<file path="src/rtl/clx_pkg.sv">
// Shared types and constants for the C-style lexer.
package clx_pkg;

    // Token kinds as carried on the output tuser field.
    localparam logic [1:0] KIND_EOT    = 2'd0;
    localparam logic [1:0] KIND_IDENT  = 2'd1;
    localparam logic [1:0] KIND_STRING = 2'd2;
    localparam logic [1:0] KIND_SINGLE = 2'd3;

    // Character codes the lexer reacts to.
    localparam logic [7:0] CH_NUL        = 8'h00;
    localparam logic [7:0] CH_TAB        = 8'h09;
    localparam logic [7:0] CH_LF         = 8'h0A;
    localparam logic [7:0] CH_CR         = 8'h0D;
    localparam logic [7:0] CH_SPACE      = 8'h20;
    localparam logic [7:0] CH_QUOTE      = 8'h22;
    localparam logic [7:0] CH_STAR       = 8'h2A;
    localparam logic [7:0] CH_SLASH      = 8'h2F;
    localparam logic [7:0] CH_DIGIT_0    = 8'h30;
    localparam logic [7:0] CH_DIGIT_9    = 8'h39;
    localparam logic [7:0] CH_UPPER_A    = 8'h41;
    localparam logic [7:0] CH_UPPER_Z    = 8'h5A;
    localparam logic [7:0] CH_BSLASH     = 8'h5C;
    localparam logic [7:0] CH_UNDERSCORE = 8'h5F;
    localparam logic [7:0] CH_LOWER_A    = 8'h61;
    localparam logic [7:0] CH_LOWER_Z    = 8'h7A;

    // Output fields are fixed at 16 bits whatever the internal offset width.
    localparam int unsigned OUT_BITS = 16;

    // Token queue between the scanner and the output side.
    localparam int unsigned QDEPTH  = 4;
    localparam int unsigned QPTR_W  = $clog2(QDEPTH);
    localparam int unsigned QCNT_W  = $clog2(QDEPTH + 1);

    // Scanner modes, one-hot.
    typedef enum logic [5:0] {
        MODE_IDLE    = 6'b000001,
        MODE_SLASH   = 6'b000010,
        MODE_IDENT   = 6'b000100,
        MODE_STRING  = 6'b001000,
        MODE_ESC     = 6'b010000,
        MODE_COMMENT = 6'b100000
    } mode_t;

    typedef struct packed {
        logic [1:0]          token_kind;
        logic [7:0]          token_char;
        logic [OUT_BITS-1:0] start_offset;
        logic [OUT_BITS-1:0] text_length;
        logic                last;
    } tok_t;

    // Up to two tokens written into the queue in one cycle.
    typedef struct packed {
        logic wr0;
        logic wr1;
        tok_t tok0;
        tok_t tok1;
    } push_t;

endpackage

</file>
<file path="src/rtl/c_style_lexer.sv">
// Top level of the streaming C-style lexer: byte scanner plus token queue.
//
// Usage: source bytes enter on the s_axis channel, one byte per item, and
// tokens leave on the m_axis channel, one token per item. Byte 0 ends a
// text: it flushes any pending identifier, string or held slash and then
// yields an end-of-text token; the next byte starts a new text at offset 0.
// Whitespace and line comments produce no token. A byte that closes a
// pending token and is itself a token yields two items; m_axis_tlast marks
// the last token caused by one input byte.
// Latency: a token is offered on m_axis in the cycle after the byte that
// completes it is accepted, if no earlier token waits. Throughput: one byte
// per cycle. The scanner writes up to two tokens a cycle into a four-entry
// queue and the output side drains one per cycle; s_axis_tready drops only
// while fewer than two queue entries are free, so a stalled receiver backs
// up into the input after the queue fills, and no token is lost or repeated.
// Reset: rst_n clears the scanner to idle at offset 0 and empties the
// queue. Offsets count internally in OFFSET_BITS bits and saturate; the
// 16-bit output offsets and lengths saturate at 65535.
module c_style_lexer
    import clx_pkg::*;
#(
    parameter int unsigned OFFSET_BITS = 16
)
(
    input  logic        clk,
    input  logic        rst_n,
    input  logic        s_axis_tvalid,
    output logic        s_axis_tready,
    input  logic [7:0]  s_axis_tdata,   // byte_in[7:0]
    output logic        m_axis_tvalid,
    input  logic        m_axis_tready,
    output logic [39:0] m_axis_tdata,   // token_char[7:0], start_offset[23:8],
                                        // text_length[39:24]
    output logic [1:0]  m_axis_tuser,   // token_kind[1:0]
    output logic        m_axis_tlast    // last token caused by one byte
);

    push_t push;
    logic  space_ok;
    tok_t  head;

    // Front: classifies bytes, tracks the lexer mode and offsets.
    clx_front #(
        .OFFSET_BITS (OFFSET_BITS)
    ) u_front (
        .clk      (clk),
        .rst_n    (rst_n),
        .in_valid (s_axis_tvalid),
        .in_byte  (s_axis_tdata),
        .space_ok (space_ok),
        .push     (push)
    );

    // Back: queues the tokens and hands them out one per cycle while the receiver is ready.
    clx_back u_back (
        .clk       (clk),
        .rst_n     (rst_n),
        .push      (push),
        .space_ok  (space_ok),
        .out_valid (m_axis_tvalid),
        .out_ready (m_axis_tready),
        .head      (head)
    );

    assign s_axis_tready = space_ok;
    assign m_axis_tdata  = {head.text_length, head.start_offset, head.token_char};
    assign m_axis_tuser  = head.token_kind;
    assign m_axis_tlast  = head.last;

endmodule

</file>
<file path="src/rtl/clx_front.sv">
// Byte scanner: classifies each byte and forms up to two tokens per byte.
module clx_front
    import clx_pkg::*;
#(
    parameter int unsigned OFFSET_BITS = 16
)
(
    input  logic       clk,
    input  logic       rst_n,
    input  logic       in_valid,
    input  logic [7:0] in_byte,
    input  logic       space_ok,
    output push_t      push
);

    localparam int unsigned WIDE = (OFFSET_BITS > OUT_BITS) ? OFFSET_BITS : OUT_BITS;
    localparam logic [OFFSET_BITS-1:0] POS_MAX = '1;

    mode_t                  mode_reg, mode_next;
    logic [OFFSET_BITS-1:0] pos_reg, pos_next;
    logic [OFFSET_BITS-1:0] ts_reg, ts_next;

    logic                   accept;
    logic                   is_alpha, is_digit, is_space, is_nul;
    logic [OFFSET_BITS-1:0] pos_inc;
    logic [OFFSET_BITS-1:0] span;

    logic                   idle_emit;
    tok_t                   idle_tok;
    mode_t                  idle_mode;
    logic [OFFSET_BITS-1:0] idle_ts;

    logic                   pre_valid, post_valid;
    tok_t                   pre_tok, post_tok;

    function automatic logic [OUT_BITS-1:0] sat16(input logic [OFFSET_BITS-1:0] v);
        logic [WIDE-1:0] w;
        begin
            w = WIDE'(v);
            sat16 = (w > WIDE'({OUT_BITS{1'b1}})) ? {OUT_BITS{1'b1}} : w[OUT_BITS-1:0];
        end
    endfunction

    function automatic tok_t mk_tok(input logic [1:0] kind, input logic [7:0] ch,
                                    input logic [OFFSET_BITS-1:0] start,
                                    input logic [OFFSET_BITS-1:0] len);
        tok_t t;
        begin
            t.token_kind   = kind;
            t.token_char   = ch;
            t.start_offset = sat16(start);
            t.text_length  = sat16(len);
            t.last         = 1'b0;
            mk_tok = t;
        end
    endfunction

    assign accept = in_valid && space_ok;

    always_comb
    begin
        is_alpha = (in_byte inside {[CH_LOWER_A:CH_LOWER_Z], [CH_UPPER_A:CH_UPPER_Z]});
        is_digit = (in_byte inside {[CH_DIGIT_0:CH_DIGIT_9]});
        is_space = (in_byte inside {CH_SPACE, CH_TAB, CH_LF, CH_CR});
        is_nul   = (in_byte == CH_NUL);
        pos_inc  = (pos_reg == POS_MAX) ? pos_reg : pos_reg + OFFSET_BITS'(1);
        span     = (pos_reg >= ts_reg) ? pos_reg - ts_reg : '0;
    end

    // What a byte does when no token is pending.
    always_comb
    begin
        idle_emit = 1'b0;
        idle_tok  = mk_tok(KIND_EOT, CH_NUL, pos_reg, '0);
        idle_mode = MODE_IDLE;
        idle_ts   = ts_reg;
        if (is_nul)
        begin
            idle_emit = 1'b1;
        end
        else if (is_space)
        begin
            idle_emit = 1'b0;
        end
        else if (is_alpha)
        begin
            idle_mode = MODE_IDENT;
            idle_ts   = pos_reg;
        end
        else if (in_byte == CH_QUOTE)
        begin
            idle_mode = MODE_STRING;
            idle_ts   = pos_inc;
        end
        else if (in_byte == CH_SLASH)
        begin
            idle_mode = MODE_SLASH;
            idle_ts   = pos_reg;
        end
        else
        begin
            idle_emit = 1'b1;
            idle_tok  = mk_tok(KIND_SINGLE, in_byte, pos_reg, OFFSET_BITS'(1));
        end
    end

    always_comb
    begin
        pre_valid  = 1'b0;
        pre_tok    = mk_tok(KIND_STRING, CH_NUL, ts_reg, span);
        post_valid = 1'b0;
        post_tok   = idle_tok;
        mode_next  = mode_reg;
        ts_next    = ts_reg;
        case (mode_reg)
            MODE_SLASH:
            begin
                if (in_byte == CH_SLASH || in_byte == CH_STAR)
                begin
                    mode_next = MODE_COMMENT;
                end
                else
                begin
                    // A lone slash is a divide token ahead of whatever this byte is.
                    pre_valid  = 1'b1;
                    pre_tok    = mk_tok(KIND_SINGLE, CH_SLASH, ts_reg, OFFSET_BITS'(1));
                    post_valid = idle_emit;
                    mode_next  = idle_mode;
                    ts_next    = idle_ts;
                end
            end
            MODE_IDENT:
            begin
                if (!(is_alpha || is_digit || in_byte == CH_UNDERSCORE))
                begin
                    pre_valid  = 1'b1;
                    pre_tok    = mk_tok(KIND_IDENT, CH_NUL, ts_reg, span);
                    post_valid = idle_emit;
                    mode_next  = idle_mode;
                    ts_next    = idle_ts;
                end
            end
            MODE_STRING, MODE_ESC:
            begin
                if (is_nul)
                begin
                    pre_valid  = 1'b1;
                    post_valid = 1'b1;
                    post_tok   = mk_tok(KIND_EOT, CH_NUL, pos_reg, '0);
                end
                else if (mode_reg == MODE_ESC)
                begin
                    mode_next = MODE_STRING;
                end
                else if (in_byte == CH_BSLASH)
                begin
                    mode_next = MODE_ESC;
                end
                else if (in_byte == CH_QUOTE)
                begin
                    pre_valid = 1'b1;
                    mode_next = MODE_IDLE;
                end
            end
            MODE_COMMENT:
            begin
                if (is_nul)
                begin
                    post_valid = 1'b1;
                    post_tok   = mk_tok(KIND_EOT, CH_NUL, pos_reg, '0);
                end
                else if (in_byte == CH_LF || in_byte == CH_CR)
                begin
                    mode_next = MODE_IDLE;
                end
            end
            default:
            begin
                post_valid = idle_emit;
                mode_next  = idle_mode;
                ts_next    = idle_ts;
            end
        endcase

        // The end of text puts the scanner back to its reset state.
        if (is_nul)
        begin
            mode_next = MODE_IDLE;
            pos_next  = '0;
            ts_next   = '0;
        end
        else
        begin
            pos_next = pos_inc;
        end
    end

    // Pack the tokens so the first one always lands in slot zero.
    always_comb
    begin
        push.wr0       = accept && (pre_valid || post_valid);
        push.wr1       = accept && pre_valid && post_valid;
        push.tok0      = pre_valid ? pre_tok : post_tok;
        push.tok0.last = !(pre_valid && post_valid);
        push.tok1      = post_tok;
        push.tok1.last = 1'b1;
    end

    always_ff @(posedge clk or negedge rst_n)
    begin
        if (!rst_n)
        begin
            mode_reg <= MODE_IDLE;
            pos_reg  <= '0;
            ts_reg   <= '0;
        end
        else if (accept)
        begin
            mode_reg <= mode_next;
            pos_reg  <= pos_next;
            ts_reg   <= ts_next;
        end
    end

    a_nul_resets: assert property (@(posedge clk) disable iff (!rst_n)
        (accept && in_byte == CH_NUL) |=> (mode_reg == MODE_IDLE && pos_reg == '0))
        else $error("end of text did not reset the scanner");

    a_second_needs_first: assert property (@(posedge clk) disable iff (!rst_n)
        push.wr1 |-> (push.wr0 && !push.tok0.last))
        else $error("second token written without a first");

endmodule

</file>
<file path="src/rtl/clx_back.sv">
// Token queue and output side: buffers tokens and presents them one per cycle while out_ready is high.
module clx_back
    import clx_pkg::*;
(
    input  logic  clk,
    input  logic  rst_n,
    input  push_t push,
    output logic  space_ok,
    output logic  out_valid,
    input  logic  out_ready,
    output tok_t  head
);

    tok_t              mem_reg [QDEPTH];
    logic [QPTR_W-1:0] wr_ptr_reg, wr_ptr_next;
    logic [QPTR_W-1:0] rd_ptr_reg, rd_ptr_next;
    logic [QCNT_W-1:0] count_reg, count_next;
    logic [QPTR_W-1:0] wr_ptr_p1;
    logic              pop;
    logic [1:0]        push_n;

    assign space_ok  = (count_reg <= QCNT_W'(QDEPTH - 2));
    assign out_valid = (count_reg != '0);
    assign head      = mem_reg[rd_ptr_reg];
    assign pop       = out_valid && out_ready;
    assign push_n    = {1'b0, push.wr0} + {1'b0, push.wr1};
    assign wr_ptr_p1 = wr_ptr_reg + QPTR_W'(1);

    always_comb
    begin
        wr_ptr_next = wr_ptr_reg + QPTR_W'(push_n);
        rd_ptr_next = pop ? rd_ptr_reg + QPTR_W'(1) : rd_ptr_reg;
        count_next  = count_reg + QCNT_W'(push_n) - QCNT_W'(pop);
    end

    always_ff @(posedge clk or negedge rst_n)
    begin
        if (!rst_n)
        begin
            wr_ptr_reg <= '0;
            rd_ptr_reg <= '0;
            count_reg  <= '0;
        end
        else
        begin
            wr_ptr_reg <= wr_ptr_next;
            rd_ptr_reg <= rd_ptr_next;
            count_reg  <= count_next;
        end
    end

    always_ff @(posedge clk)
    begin
        if (push.wr0)
        begin
            mem_reg[wr_ptr_reg] <= push.tok0;
        end
        if (push.wr1)
        begin
            mem_reg[wr_ptr_p1] <= push.tok1;
        end
    end

    a_no_overflow: assert property (@(posedge clk) disable iff (!rst_n)
        push.wr0 |-> (count_reg <= QCNT_W'(QDEPTH - 2)))
        else $error("token queue written without room");

    a_count_bound: assert property (@(posedge clk) disable iff (!rst_n)
        count_reg <= QCNT_W'(QDEPTH))
        else $error("token queue count out of range");

    a_ptr_track: assert property (@(posedge clk) disable iff (!rst_n)
        (count_reg == '0) |-> (wr_ptr_reg == rd_ptr_reg))
        else $error("empty queue with pointers apart");

endmodule
</file>
<file path="config.mk">
export PLATFORM = sky130hd
export DESIGN_NAME = c_style_lexer
export DESIGN_NICKNAME = d
export VERILOG_FILES = /design/src/rtl/clx_pkg.sv /design/src/rtl/c_style_lexer.sv /design/src/rtl/clx_front.sv /design/src/rtl/clx_back.sv
export SDC_FILE = /design/constraint.sdc
export NUM_CORES = 1
export LEC_CHECK = 0
export BUFFER_PORTS_ARGS = -buffer_cell sky130_fd_sc_hd__buf_4
export CAP_MARGIN = 20
export CORE_MARGIN = 5
export CORE_UTILIZATION = 25
export CTS_CLUSTER_DIAMETER = 120
export DETAILED_ROUTE_END_ITERATION = 7
export GPL_ROUTABILITY_DRIVEN = 0
export SLEW_MARGIN = 10
export SYNTH_ARGS = -nofsm -noshare
export SYNTH_HDL_FRONTEND = slang
export SYNTH_SLANG_ARGS = --single-unit
export TNS_END_PERCENT = 1
</file>
<file path="constraint.sdc">
create_clock -name clk -period 8.5 [get_ports clk]
set_input_delay 0.425 -clock clk [delete_from_list [all_inputs] [get_ports clk]]
set_output_delay 0.425 -clock clk [all_outputs]
set_load 0.02 [all_outputs]
</file>
==> reports/metrics.cfg <==
[min_path]
hold_path_end = u_back.mem_reg[3][38]
min_path_cells = 2
min_path_type = in2reg
min_from = s_axis_tdata[5]

[global_route]
grt_pass1_wl_um = 50090
grt_pass1_vias = 8183
grt_max_degree = 46
grt_usage_pct = 12.45
antenna_found_initial = 0
grt_overflow = 0

[route]
via_per_inst = 5.109
vias = 8440
drt_iter0_markers = 751
drtAntennaViolNets = 0
route.detailed.drc = 0
drt_first_pass_iters = 5
totalWireLength_um = 32120
wl_per_cell_um = 19.44

[yosys]
synth_seq_cells = 217
ys.flop_type = edfxtp_1
syn_inst = 1022
ys_types = 80
yosys.area.top_type = edfxtp_1
yosys.area.top_type_share_pct = 28.14
synth_area_leaders = edfxtp_1 28%, dfxtp_1 11%, dfrtp_1 9.6%
synth_nets = 1058
yosys.area_share.simple_pct = 13.79
synth.area.mux_share_pct = 8.977
synth_top_family_by_area = compound AO/OA/AOI/OAI gates
netlist_area_mm2 = 0.01153
yosys_warnings = 0
seq_area_frac_synth_pct = 49.03
synth_edf_count = 108
synth_xor_xnor_area_share_pct = 2.128
synthAdderAreaFrac_pct = 2.736
syn_avg_cell_area_um2 = 11.28
synth-compound-area-share_pct = 18.51
ys_async_sr_fraction_pct = 20.74

[power]
p_leak_nw = 4.838
vdd_drop_max_uv = 148.8
clockPowerShare_pct = 26.5
pwr-share-comb_pct = 36.7
powerDensity_mw_per_mm2 = 287.4
p_seq_share_pct = 36.8
switching_share_pct = 36.66
p_sw_w = 0.001384
power.internal_w = 0.002391

[setup_path]
r2r_cells = 11
worstSetupEndpointType = flip-flop
required_ps = 8720
timing.rr.start = u_front.pos_reg[0]
cp-start-kind = flip-flop
cp_max_fo = 15
critPathKind = reg2reg
timing.rr.end = u_back.mem_reg[2][1]
crit_arrival_ps = 4130
rrSetupSlack_ps = 4590

[cells_and_area]
antennaDiodeCount = 0
layout_commonest_cell = edfxtp_1
nNetsFinal = 1070
layout_common_cells = 108 x edfxtp_1, 98 x nand3_1, 95 x o21ai_0
drive_above_1_share_pct = 17.87
synthToLayoutAreaGrowth_pct = 13.93
largest_register_ffs = 172

[timing]
finalClockSkew_ps = 16.41
slew_violations = 0
setup_viol = 0
worst_pin_slew_ps = 1120
fmax_mhz = 256.0
slew_headroom_pct = 25.28
hold_viol = 0
min_period_ps = 3907
timing.hold.ws_ps = 256.7
setup_slack_ps = 4593
rsz0062_at_grt = no
fin_tns_setup_ps = 0
post-route-period-util_pct = 45.96

[clock_network]
numCtsBuffers = 24
clock-sinks = 217
cts_resized = 0
cts-root-buf = clkbuf_16
cts_tree = yes
clk_latency_ps = 520
cts.path.max_buffers = 3
cts_setup_buffers = 0
h-tree-depth = 1
clk_pin_slew_worst_paths_ps = 60

[floorplanning]
dieArea_mm2 = 0.05050
dieWidth_um = 224.7
die_h_um = 224.7
io_pins = 57
start_util_pct = 25.34
core_mm2 = 0.04548
rows = 78

[job]
maxCapViolCount = 0

[place]
numPortBuffers = 56
dp_slack_ps = 4171
dpl.hpwl_um = 21730

[status]
outcome = finished, final reports clean

[kinds of logic after synthesis]
logic type / after synthesis
XOR/XNOR: 28
adder cells (fa/ha/maj): 24
AO/OA/AOI/OAI: 301
AND/OR/NAND/NOR: 289
flip-flops: 217
multiplexers: 49
buffers and inverters: 114
[repair_timing]
| item | CTS | global route |
|---|---|---|
| endpoints found under the setup margin | 0 | 0 |
| hold buffers | 1 | 0 |
| endpoints found under the hold margin | 44 | 0 |
[routing by layer]
layer  vias up  part of all wire [%]  global-route usage (%)  wire, µm
met4         0                   1.5                   2.161       480
met3        41                   4.7                   1.736      1502
li1       3925                     -                       -         -
met5         -                     0                       0         0
met1      4221                    49                   18.79     15650
met2       253                    45                   19.27     14490
[worst max path at each step]
stage | from | end | slack (ps) | depth (start not counted)
2_1_floorplan | u_front.pos_reg[0] | u_back.mem_reg[2][1] | 5280 | 12
3_3_place_gp | s_axis_tdata[5] | u_back.mem_reg[1][38] | 4290 | 8
3_5_place_dp | s_axis_tdata[5] | u_back.mem_reg[1][33] | 4170 | 8
4_1_cts | u_front.pos_reg[0] | u_back.mem_reg[2][1] | 4620 | 11
5_1_grt | u_front.pos_reg[0] | u_back.mem_reg[3][1] | 4290 | 11
6_report | u_front.pos_reg[0] | u_back.mem_reg[2][1] | 4590 | 11
[area by class of cell]
class	instances	area [µm²]
Multi-Input combinational cell	691	5334
Tap cell	600	750.7
Clock inverter	13	86.33
Inverter	30	112.6
Fill cell	4753	32350
Clock buffer	31	668.1
Timing Repair Buffer	70	525.5
Sequential cell	217	5654
[synthesized netlist by cell type, types with 4 or more instances]
master / instances
a21o_1: 29
a21oi_1: 29
a22o_1: 65
a31oi_1: 7
and2_1: 7
and2b_1: 4
and3_1: 16
buf_1: 7
buf_2: 22
buf_4: 9
buf_6: 9
clkbuf_1: 37
dfrtp_1: 44
dfxtp_1: 64
edfxtp_1: 108
ha_1: 22
inv_1: 30
mux2_2: 5
mux4_2: 43
nand2_1: 47
nand2b_1: 5
nand3_1: 98
nand3b_1: 5
nand4_1: 12
nor2_1: 39
nor2b_1: 10
nor3_1: 10
nor4_1: 4
o21a_1: 9
o21ai_0: 95
o21ai_1: 9
o21ai_2: 4
o21ai_4: 5
o22ai_1: 5
o31ai_1: 15
o41ai_1: 4
or3_1: 5
xnor2_1: 18
xor2_1: 10
[critical path, stage by stage, from the launching register on]
cell and delay (ps):
dfrtp_1 490, inv_1 140, ha_1 170, inv_1 50, fa_1 400, a21o_1 200, a221oi_1 550, a21oi_1 200
a211oi_1 560, a211oi_4 290, a21oi_1 410, o22ai_1 150
[per-stage QoR]
stage / instance area, µm² / util, % / total power, W / std cells
detailed placement: 12360 / 27.18 / 0.002817 / 1606
global route: 13130 / 28.87 / 0.003995 / 1652
CTS: 13130 / 28.86 / 0.003824 / 1651
floorplan: 11530 / - / 0.002347 / 1022
finish: 13130 / 28.87 / 0.003775 / 1652
global placement: 12360 / 27.18 / 0.002801 / 1606
[power groups by stage]
stage	Combinational [W]	Clock (W)	Sequential, W
5_1_grt	0.00152	0.00107	0.00141
2_1_floorplan	0.00101	0	0.00133
6_report	0.00139	0.00100	0.00139
3_3_place_gp	0.00140	0	0.00140
4_1_cts	0.00142	0.00102	0.00139
3_5_place_dp	0.00141	0	0.00141
No activity file was read; power rests on OpenSTA's default activity.
